<file path="src/hw/rtl/hbr_pkg.sv">
package hbr_pkg;

    localparam int unsigned MAX_FRAME_BYTES_DEF = 1024;

    localparam logic [15:0] CRC_INIT     = 16'hFFFF;
    localparam logic [15:0] CRC_POLY     = 16'h8408;
    localparam logic [15:0] CRC_RESIDUAL = 16'hF0B8;

    localparam logic [3:0] BYTE_BITS      = 4'd8;
    localparam logic [2:0] ONES_STUFF     = 3'd5;
    localparam logic [2:0] ONES_FLAG      = 3'd6;
    localparam logic [2:0] ONES_SAT       = 3'd7;
    localparam int unsigned MIN_REPORT    = 4;

    typedef enum logic [1:0] {
        KIND_BYTE  = 2'd0,
        KIND_FLAG  = 2'd1,
        KIND_ABORT = 2'd2
    } event_kind_t;

    typedef enum logic [1:0] {
        CFG_CLOCK_POLARITY     = 2'd0,
        CFG_ENABLE_USED        = 2'd1,
        CFG_ENABLE_ACTIVE_HIGH = 2'd2
    } cfg_index_t;

    // reflected crc-16/ccitt over one byte
    function automatic logic [15:0] crc_byte(input logic [15:0] crc_in,
                                             input logic [7:0] data);
        logic [15:0] crc;
        crc = crc_in ^ {8'h00, data};
        for (int i = 0; i < 8; i++)
        begin
            if (crc[0])
                crc = (crc >> 1) ^ CRC_POLY;
            else
                crc = crc >> 1;
        end
        return crc;
    endfunction

endpackage

</file>
<file path="src/hw/rtl/hbr_if.sv">
interface hbr_in_if;
    logic valid;
    logic ready;
    logic clock_level;
    logic data_level;
    logic enable_level;
    logic clock_changed;

    modport source (output valid, output clock_level, output data_level,
                    output enable_level, output clock_changed, input ready);
    modport sink (input valid, input clock_level, input data_level,
                  input enable_level, input clock_changed, output ready);
endinterface

interface hbr_out_if #(
    parameter int unsigned LEN_W = 11
);
    logic             valid;
    logic             ready;
    logic [1:0]       event_kind;
    logic [7:0]       byte_value;
    logic             frame_reported;
    logic [LEN_W-1:0] frame_length;
    logic             crc_good;

    modport source (output valid, output event_kind, output byte_value,
                    output frame_reported, output frame_length, output crc_good,
                    input ready);
    modport sink (input valid, input event_kind, input byte_value,
                  input frame_reported, input frame_length, input crc_good,
                  output ready);
endinterface

interface hbr_cfg_if;
    logic       valid;
    logic       ready;
    logic [1:0] index;
    logic       data;

    modport source (output valid, output index, output data, input ready);
    modport sink (input valid, input index, input data, output ready);
endinterface

</file>
<file path="src/hw/rtl/hdlc_bit_receiver_unit.sv">
// a result is registered and shown in the cycle after the request that causes it
// throughput: one request per cycle, held back only while a result waits unread
// the whole bit step and byte crc update sit between the state and result registers
// reset: receive state cleared, crc at all ones, config and valid registers to their defaults
// configuration writes are always taken, one per cycle
module hdlc_bit_receiver_unit
    import hbr_pkg::*;
#(
    parameter int unsigned MAX_FRAME_BYTES = MAX_FRAME_BYTES_DEF,
    parameter int unsigned LEN_W           = $clog2(MAX_FRAME_BYTES + 1)
)
(
    input  logic      clk,
    input  logic      rst_n,
    hbr_in_if.sink    line,
    hbr_out_if.source report,
    hbr_cfg_if.sink   cfg
);

    localparam logic [LEN_W-1:0] MAX_LEN = LEN_W'(MAX_FRAME_BYTES);
    localparam logic [LEN_W-1:0] MIN_LEN = LEN_W'(MIN_REPORT);

    logic clock_polarity_reg;
    logic enable_used_reg;
    logic enable_active_high_reg;

    logic [7:0]       shift_byte_reg,    shift_byte_next;
    logic [3:0]       bit_counter_reg,   bit_counter_next;
    logic [2:0]       ones_run_reg,      ones_run_next;
    logic             in_frame_reg,      in_frame_next;
    logic             flag_pending_reg,  flag_pending_next;
    logic             abort_pending_reg, abort_pending_next;
    logic [LEN_W-1:0] frame_bytes_reg,   frame_bytes_next;
    logic [15:0]      crc_reg,           crc_next;

    logic             out_valid_reg;
    event_kind_t      kind_reg,     kind_next;
    logic [7:0]       byte_reg,     byte_next;
    logic             rep_reg,      rep_next;
    logic [LEN_W-1:0] len_reg,      len_next;
    logic             good_reg,     good_next;
    logic             res_fire;

    logic step;
    logic enabled;

    assign line.ready = !out_valid_reg || report.ready;
    assign cfg.ready  = 1'b1;
    assign step       = line.valid && line.ready;
    assign enabled    = !enable_used_reg ||
                        (enable_active_high_reg ? line.enable_level : !line.enable_level);

    always_ff @(posedge clk or negedge rst_n)
    begin
        if (!rst_n)
        begin
            clock_polarity_reg     <= 1'b1;
            enable_used_reg        <= 1'b0;
            enable_active_high_reg <= 1'b1;
        end
        else if (cfg.valid && cfg.ready)
        begin
            unique case (cfg_index_t'(cfg.index))
                CFG_CLOCK_POLARITY:     clock_polarity_reg     <= cfg.data;
                CFG_ENABLE_USED:        enable_used_reg        <= cfg.data;
                CFG_ENABLE_ACTIVE_HIGH: enable_active_high_reg <= cfg.data;
                default:
                begin
                end
            endcase
        end
    end

    always_comb
    begin
        shift_byte_next    = shift_byte_reg;
        bit_counter_next   = bit_counter_reg;
        ones_run_next      = ones_run_reg;
        in_frame_next      = in_frame_reg;
        flag_pending_next  = flag_pending_reg;
        abort_pending_next = abort_pending_reg;
        frame_bytes_next   = frame_bytes_reg;
        crc_next           = crc_reg;
        res_fire           = 1'b0;
        kind_next          = KIND_BYTE;
        byte_next          = 8'h00;
        rep_next           = 1'b0;
        len_next           = '0;
        good_next          = 1'b0;

        if (step)
        begin
            if (!enabled)
            begin
                shift_byte_next    = 8'h00;
                bit_counter_next   = 4'd0;
                ones_run_next      = 3'd0;
                in_frame_next      = 1'b0;
                flag_pending_next  = 1'b0;
                abort_pending_next = 1'b0;
                frame_bytes_next   = '0;
                crc_next           = CRC_INIT;
            end
            else if (line.clock_changed && (line.clock_level == clock_polarity_reg))
            begin
                if (bit_counter_reg == BYTE_BITS)
                begin
                    res_fire  = 1'b1;
                    byte_next = shift_byte_reg;
                    if (frame_bytes_reg < MAX_LEN)
                    begin
                        frame_bytes_next = frame_bytes_reg + 1'b1;
                        crc_next         = crc_byte(crc_reg, shift_byte_reg);
                    end
                    shift_byte_next  = 8'h00;
                    bit_counter_next = 4'd0;
                end

                if (abort_pending_reg)
                begin
                    res_fire           = 1'b1;
                    kind_next          = KIND_ABORT;
                    byte_next          = 8'h00;
                    abort_pending_next = 1'b0;
                end

                if (flag_pending_reg)
                begin
                    res_fire          = 1'b1;
                    kind_next         = KIND_FLAG;
                    byte_next         = 8'h00;
                    rep_next          = frame_bytes_next > MIN_LEN;
                    len_next          = frame_bytes_next;
                    good_next         = rep_next && (crc_next == CRC_RESIDUAL);
                    flag_pending_next = 1'b0;
                    frame_bytes_next  = '0;
                    crc_next          = CRC_INIT;
                end

                if (line.data_level)
                begin
                    if (ones_run_reg < ONES_STUFF && in_frame_next &&
                        bit_counter_next < BYTE_BITS)
                    begin
                        shift_byte_next[bit_counter_next[2:0]] = 1'b1;
                        bit_counter_next = bit_counter_next + 1'b1;
                    end
                    if (ones_run_reg < ONES_SAT)
                        ones_run_next = ones_run_reg + 1'b1;
                end
                else
                begin
                    priority if (ones_run_reg == ONES_FLAG)
                    begin
                        in_frame_next     = 1'b1;
                        flag_pending_next = 1'b1;
                        shift_byte_next   = 8'h00;
                        bit_counter_next  = 4'd0;
                    end
                    else if (ones_run_reg > ONES_FLAG)
                    begin
                        abort_pending_next = 1'b1;
                        in_frame_next      = 1'b0;
                        shift_byte_next    = 8'h00;
                        bit_counter_next   = 4'd0;
                        frame_bytes_next   = '0;
                        crc_next           = CRC_INIT;
                    end
                    else if (ones_run_reg < ONES_STUFF)
                    begin
                        if (in_frame_next && bit_counter_next < BYTE_BITS)
                        begin
                            shift_byte_next[bit_counter_next[2:0]] = 1'b0;
                            bit_counter_next = bit_counter_next + 1'b1;
                        end
                    end
                    else
                    begin
                    end
                    ones_run_next = 3'd0;
                end
            end
        end
    end

    always_ff @(posedge clk or negedge rst_n)
    begin
        if (!rst_n)
        begin
            shift_byte_reg    <= 8'h00;
            bit_counter_reg   <= 4'd0;
            ones_run_reg      <= 3'd0;
            in_frame_reg      <= 1'b0;
            flag_pending_reg  <= 1'b0;
            abort_pending_reg <= 1'b0;
            frame_bytes_reg   <= '0;
            crc_reg           <= CRC_INIT;
            out_valid_reg     <= 1'b0;
        end
        else
        begin
            shift_byte_reg    <= shift_byte_next;
            bit_counter_reg   <= bit_counter_next;
            ones_run_reg      <= ones_run_next;
            in_frame_reg      <= in_frame_next;
            flag_pending_reg  <= flag_pending_next;
            abort_pending_reg <= abort_pending_next;
            frame_bytes_reg   <= frame_bytes_next;
            crc_reg           <= crc_next;
            if (res_fire)
                out_valid_reg <= 1'b1;
            else if (report.ready)
                out_valid_reg <= 1'b0;
        end
    end

    // result payload
    always_ff @(posedge clk)
    begin
        if (res_fire)
        begin
            kind_reg <= kind_next;
            byte_reg <= byte_next;
            rep_reg  <= rep_next;
            len_reg  <= len_next;
            good_reg <= good_next;
        end
    end

    assign report.valid          = out_valid_reg;
    assign report.event_kind     = kind_reg;
    assign report.byte_value     = byte_reg;
    assign report.frame_reported = rep_reg;
    assign report.frame_length   = len_reg;
    assign report.crc_good       = good_reg;

endmodule
</file>
<file path="src/flat_wrapper.sv">
// flat-port wrapper written by rule: the top's interface ports become plain ports
module hdlc_bit_receiver_unit_flat import hbr_pkg::*;
#(
    parameter int unsigned MAX_FRAME_BYTES = MAX_FRAME_BYTES_DEF,
    parameter int unsigned LEN_W           = $clog2(MAX_FRAME_BYTES + 1)
)
  (clk, rst_n, line_valid, line_clock_level, line_data_level, line_enable_level, line_clock_changed, line_ready, report_valid, report_event_kind, report_byte_value, report_frame_reported, report_frame_length, report_crc_good, report_ready, cfg_valid, cfg_index, cfg_data, cfg_ready);
  hbr_in_if line_i ();
  hbr_out_if #(.LEN_W(LEN_W)) report_i ();
  hbr_cfg_if cfg_i ();
  input  logic clk;
  input  logic rst_n;
  input wire logic [$bits(line_i.valid)-1:0] line_valid;
  input wire logic [$bits(line_i.clock_level)-1:0] line_clock_level;
  input wire logic [$bits(line_i.data_level)-1:0] line_data_level;
  input wire logic [$bits(line_i.enable_level)-1:0] line_enable_level;
  input wire logic [$bits(line_i.clock_changed)-1:0] line_clock_changed;
  output wire logic [$bits(line_i.ready)-1:0] line_ready;
  output wire logic [$bits(report_i.valid)-1:0] report_valid;
  output wire logic [$bits(report_i.event_kind)-1:0] report_event_kind;
  output wire logic [$bits(report_i.byte_value)-1:0] report_byte_value;
  output wire logic [$bits(report_i.frame_reported)-1:0] report_frame_reported;
  output wire logic [$bits(report_i.frame_length)-1:0] report_frame_length;
  output wire logic [$bits(report_i.crc_good)-1:0] report_crc_good;
  input wire logic [$bits(report_i.ready)-1:0] report_ready;
  input wire logic [$bits(cfg_i.valid)-1:0] cfg_valid;
  input wire logic [$bits(cfg_i.index)-1:0] cfg_index;
  input wire logic [$bits(cfg_i.data)-1:0] cfg_data;
  output wire logic [$bits(cfg_i.ready)-1:0] cfg_ready;
  assign line_i.valid = line_valid;
  assign line_i.clock_level = line_clock_level;
  assign line_i.data_level = line_data_level;
  assign line_i.enable_level = line_enable_level;
  assign line_i.clock_changed = line_clock_changed;
  assign line_ready = line_i.ready;
  assign report_valid = report_i.valid;
  assign report_event_kind = report_i.event_kind;
  assign report_byte_value = report_i.byte_value;
  assign report_frame_reported = report_i.frame_reported;
  assign report_frame_length = report_i.frame_length;
  assign report_crc_good = report_i.crc_good;
  assign report_i.ready = report_ready;
  assign cfg_i.valid = cfg_valid;
  assign cfg_i.index = cfg_index;
  assign cfg_i.data = cfg_data;
  assign cfg_ready = cfg_i.ready;
  hdlc_bit_receiver_unit #(.MAX_FRAME_BYTES(MAX_FRAME_BYTES), .LEN_W(LEN_W)) u_core (.clk(clk), .rst_n(rst_n), .line(line_i), .report(report_i), .cfg(cfg_i));
endmodule
</file>
<file path="config.mk">
export PLATFORM = sky130hd
export DESIGN_NAME = hdlc_bit_receiver_unit_flat
export DESIGN_NICKNAME = d
export VERILOG_FILES = /design/src/hw/rtl/hbr_pkg.sv /design/src/hw/rtl/hbr_if.sv /design/src/hw/rtl/hdlc_bit_receiver_unit.sv /design/src/flat_wrapper.sv
export SDC_FILE = /design/constraint.sdc
export NUM_CORES = 1
export LEC_CHECK = 0
export BUFFER_PORTS_ARGS = -buffer_cell sky130_fd_sc_hd__buf_4
export CAP_MARGIN = 20
export CORE_ASPECT_RATIO = 1.75
export CORE_MARGIN = 3
export CORE_UTILIZATION = 53
export DETAILED_ROUTE_END_ITERATION = 10
export PLACE_DENSITY = 0.75
export REMOVE_ABC_BUFFERS = 1
export SETUP_SLACK_MARGIN = 0.4
export SYNTH_ARGS = -nofsm -noshare
export SYNTH_HDL_FRONTEND = slang
export SYNTH_SLANG_ARGS = --single-unit
</file>
<file path="constraint.sdc">
create_clock -name clk -period 2.4 [get_ports clk]
set_input_delay 0.12 -clock clk [delete_from_list [all_inputs] [get_ports clk]]
set_output_delay 0.12 -clock clk [all_outputs]
set_load 0.02 [all_outputs]
</file>
==> impl_metrics.py <==
metrics = {
    "outcome": {
        "run_status": "complete, no violations",
    },
    "critical_path": {
        "cp-end-kind": "register",
        "rrSetupSlack_ps": 130,
        "cp.required_ps": 2570,
        "crit_arrival_ps": 2440,
        "start_kind": "register",
        "cp_slowest_cell": "dfstp_2",
        "critPathKind": "reg2reg",
        "crit_fanout": 3,
        "worstPathCellList": "xor2_2 > xnor2_2 > or4_4 > a2111oi_4 > o22ai_2 > nor4b_2",
        "path_buf_inv": 0,
        "max_stage_delay_ps": 560,
        "cp_top_family": "simple AND/OR/NAND/NOR gates",
    },
    "floorplanning": {
        "coreArea_mm2": 0.00701,
        "die-area_mm2": 0.00846,
        "die_x_um": 70.8,
        "design.portCount": 38,
        "die_h_um": 119,
        "num_rows": 40,
        "start_util": 0.556,
    },
    "routing": {
        "vias": 3260,
        "dr.pass1.iters": 5,
        "drt_iter0_markers": 280,
        "wl_per_cell_um": 18.7,
        "drc": 0,
        "ant_nets": 0,
        "avgViaCountPerCell": 6.05,
        "wl_um": 10100,
    },
    "power_and_ir_drop": {
        "p_leak_nw": 2.01,
        "powerDensity_mw_per_mm2": 632,
        "power.total_mw": 3.16,
        "irDropWorstVdd_v": 0.000461,
    },
    "sta": {
        "skew_ps": 7.45,
        "report.final.slew_viol_count": 0,
        "whs_ps": 37.1,
        "setup_tns_ps": 0,
        "setup_viol": 0,
        "fin_crit_sh": 0.946,
        "rsz0062_at_grt": "yes",
        "min_period_ps": 2270,
        "tightest_slew_ps": 658,
        "final_hold_viol_count": 0,
        "fmax_mhz": 440,
        "max_slew_margin": 0.561,
    },
    "global_route": {
        "grt_start_max_net_pins": 50,
        "grt.total_usage": 0.244,
        "antenna_found_initial": 0,
        "grt_pass1_wl_um": 16000,
        "grt.overflow.total": 0,
        "grt_pass1_vias": 3316,
    },
    "yosys": {
        "synth-edff-count": 23,
        "synth_flop_cell": "dfrtp_1",
        "netlist-cell-type-count": 60,
        "synth_most_common_cell": "o21ai_0",
        "synth_top_area_share": 0.199,
        "ys_seq_area_frac": 0.498,
        "synthTopCellsByCount": "o21ai_0 (39), nand2_1 (38), dfrtp_1 (31)",
        "synth_area_leader_cell": "dfrtp_1",
        "ys_ff_latch": 72,
        "synth.top_cells.by_area": "dfrtp_1 (20%), edfxtp_1 (18%), dfstp_2 (12%)",
        "synth_warnings": 0,
        "avgSynthCellArea_um2": 10.2,
        "syn_area_mm2": 0.00390,
        "netlist_instances": 382,
        "async_flop_share": 0.681,
    },
    "final_layout": {
        "fill_cells": 522,
        "finalNetCount": 466,
        "drive_above_1_share": 0.341,
        "post-route-util": 0.714,
        "layout-area-overhead-vs-synth_pct": 28.3,
        "largest_reg_flops": 16,
        "diodes": 0,
    },
    "flow_run": {
        "cap_viol_max_count": 0,
    },
    "clocking": {
        "clkSinkCount": 72,
        "cts_tree": "done",
        "clk_latency_ps": 340,
        "path_clk_slew_ps": 60,
        "cts_root_buffer": "clkbuf_16",
        "cts_buffers": 9,
        "ctsLongestPathBuffers": 2,
        "cts_htree_levels": 3,
    },
    "placed_design": {
        "dp_hpwl_um": 6890,
        "place.gp.congestion": 0.893,
        "portBuffers": 36,
    },
    "worst_hold_path": {
        "hp-class": "in2reg",
    },
}
==> per-layer routing <==
metal	routed length, µm	global-route usage	up-vias
li1	-	-	1515
met1	3660	0.263	1606
met2	5690	0.435	111
met3	402	0.0498	28
met4	340	0.131	0
met5	0	0	-
==> power breakdown <==
part / internal, mW / switching, mW
logic: 0.218 / 0.253
registers: 1.31 / 0.0511
clock network: 0.803 / 0.524
total: 2.33 / 0.828
==> cell type report <==
type                       count  area (µm²)  area share
sequential                    72        1940       0.389
inverter                       8        30.0     0.00600
tap                           84         105      0.0210
timing repair buffer          76         597       0.119
multi-input combinational    283        2030       0.405
clock inverter                 7        72.6      0.0145
clock buffer                   9         225      0.0450
==> final timing paths <==
check,start,end,depth (start not counted)
min in group asynchronous,rst_n,u_core.frame_bytes_reg[6]$_DFFE_PN0P_,2
max in group asynchronous,rst_n,u_core.ones_run_reg[1]$_DFFE_PN0P_,2
worst max-delay path,u_core.crc_reg[3]$_DFFE_PN1P_,u_core.report.crc_good$_SDFFCE_PN0P_,6
worst min register to register,u_core.crc_reg[2]$_DFFE_PN1P_,u_core.crc_reg[2]$_DFFE_PN1P_,1
worst min-delay path,cfg_data,u_core.enable_used_reg$_DFFE_PN0P_,2
worst max register to register,u_core.crc_reg[3]$_DFFE_PN1P_,u_core.report.crc_good$_SDFFCE_PN0P_,6
==> stage by stage <==
step / worst slack [ps] / cells / instance area, µm²
floorplan: -89.9 / 363 / 3820
finish: 129 / 539 / 5000
global route: 47.9 / 539 / 5000
CTS: 151 / 532 / 4870
detailed placement: 63.1 / 508 / 4400
global placement: 166 / 508 / 4400
==> cell usage in the layout (no fill, tap or decap), types with 4 or more instances in the layout <==
| cell | n |
|---|---|
| dfrtp_1 | 27 |
| nand2_1 | 36 |
| o21ai_0 | 38 |
| mux2_2 | 4 |
| nand3_1 | 9 |
| a2bb2oi_1 | 11 |
| o22a_1 | 5 |
| nor2_1 | 21 |
| edfxtp_1 | 23 |
| buf_4 | 71 |
| dfstp_2 | 18 |
| o31ai_1 | 9 |
| inv_1 | 8 |
| nand4_1 | 9 |
| xnor2_1 | 19 |
| a21oi_1 | 17 |
| nor2b_1 | 7 |
| clkbuf_16 | 9 |
| and2_1 | 7 |
| dfrtp_2 | 4 |
| xor2_1 | 12 |
| xnor2_2 | 5 |
| nand2b_1 | 4 |
==> cell families after synthesis <==
logic type,count (synthesis),synth area share
compound gates,100,0.169
xor+xnor,39,0.0915
fa+ha+maj,4,0.0128
buf+inv,27,0.0273
flops,72,0.498
mux,5,0.0141
other cells,1,0.000962
simple gates,134,0.187
==> timing repair <==
item | 4_1_cts | 5_1_grt
gates resized for setup | 26 | 18
hold buffers | 1 | 0
cloned | 1 | 0
buffers inserted | 6 | 7
setup endpoints to repair | 60 | 71
hold endpoints to repair | 31 | 0
pin swaps | 5 | 4
(Power assumes the default switching activity.)
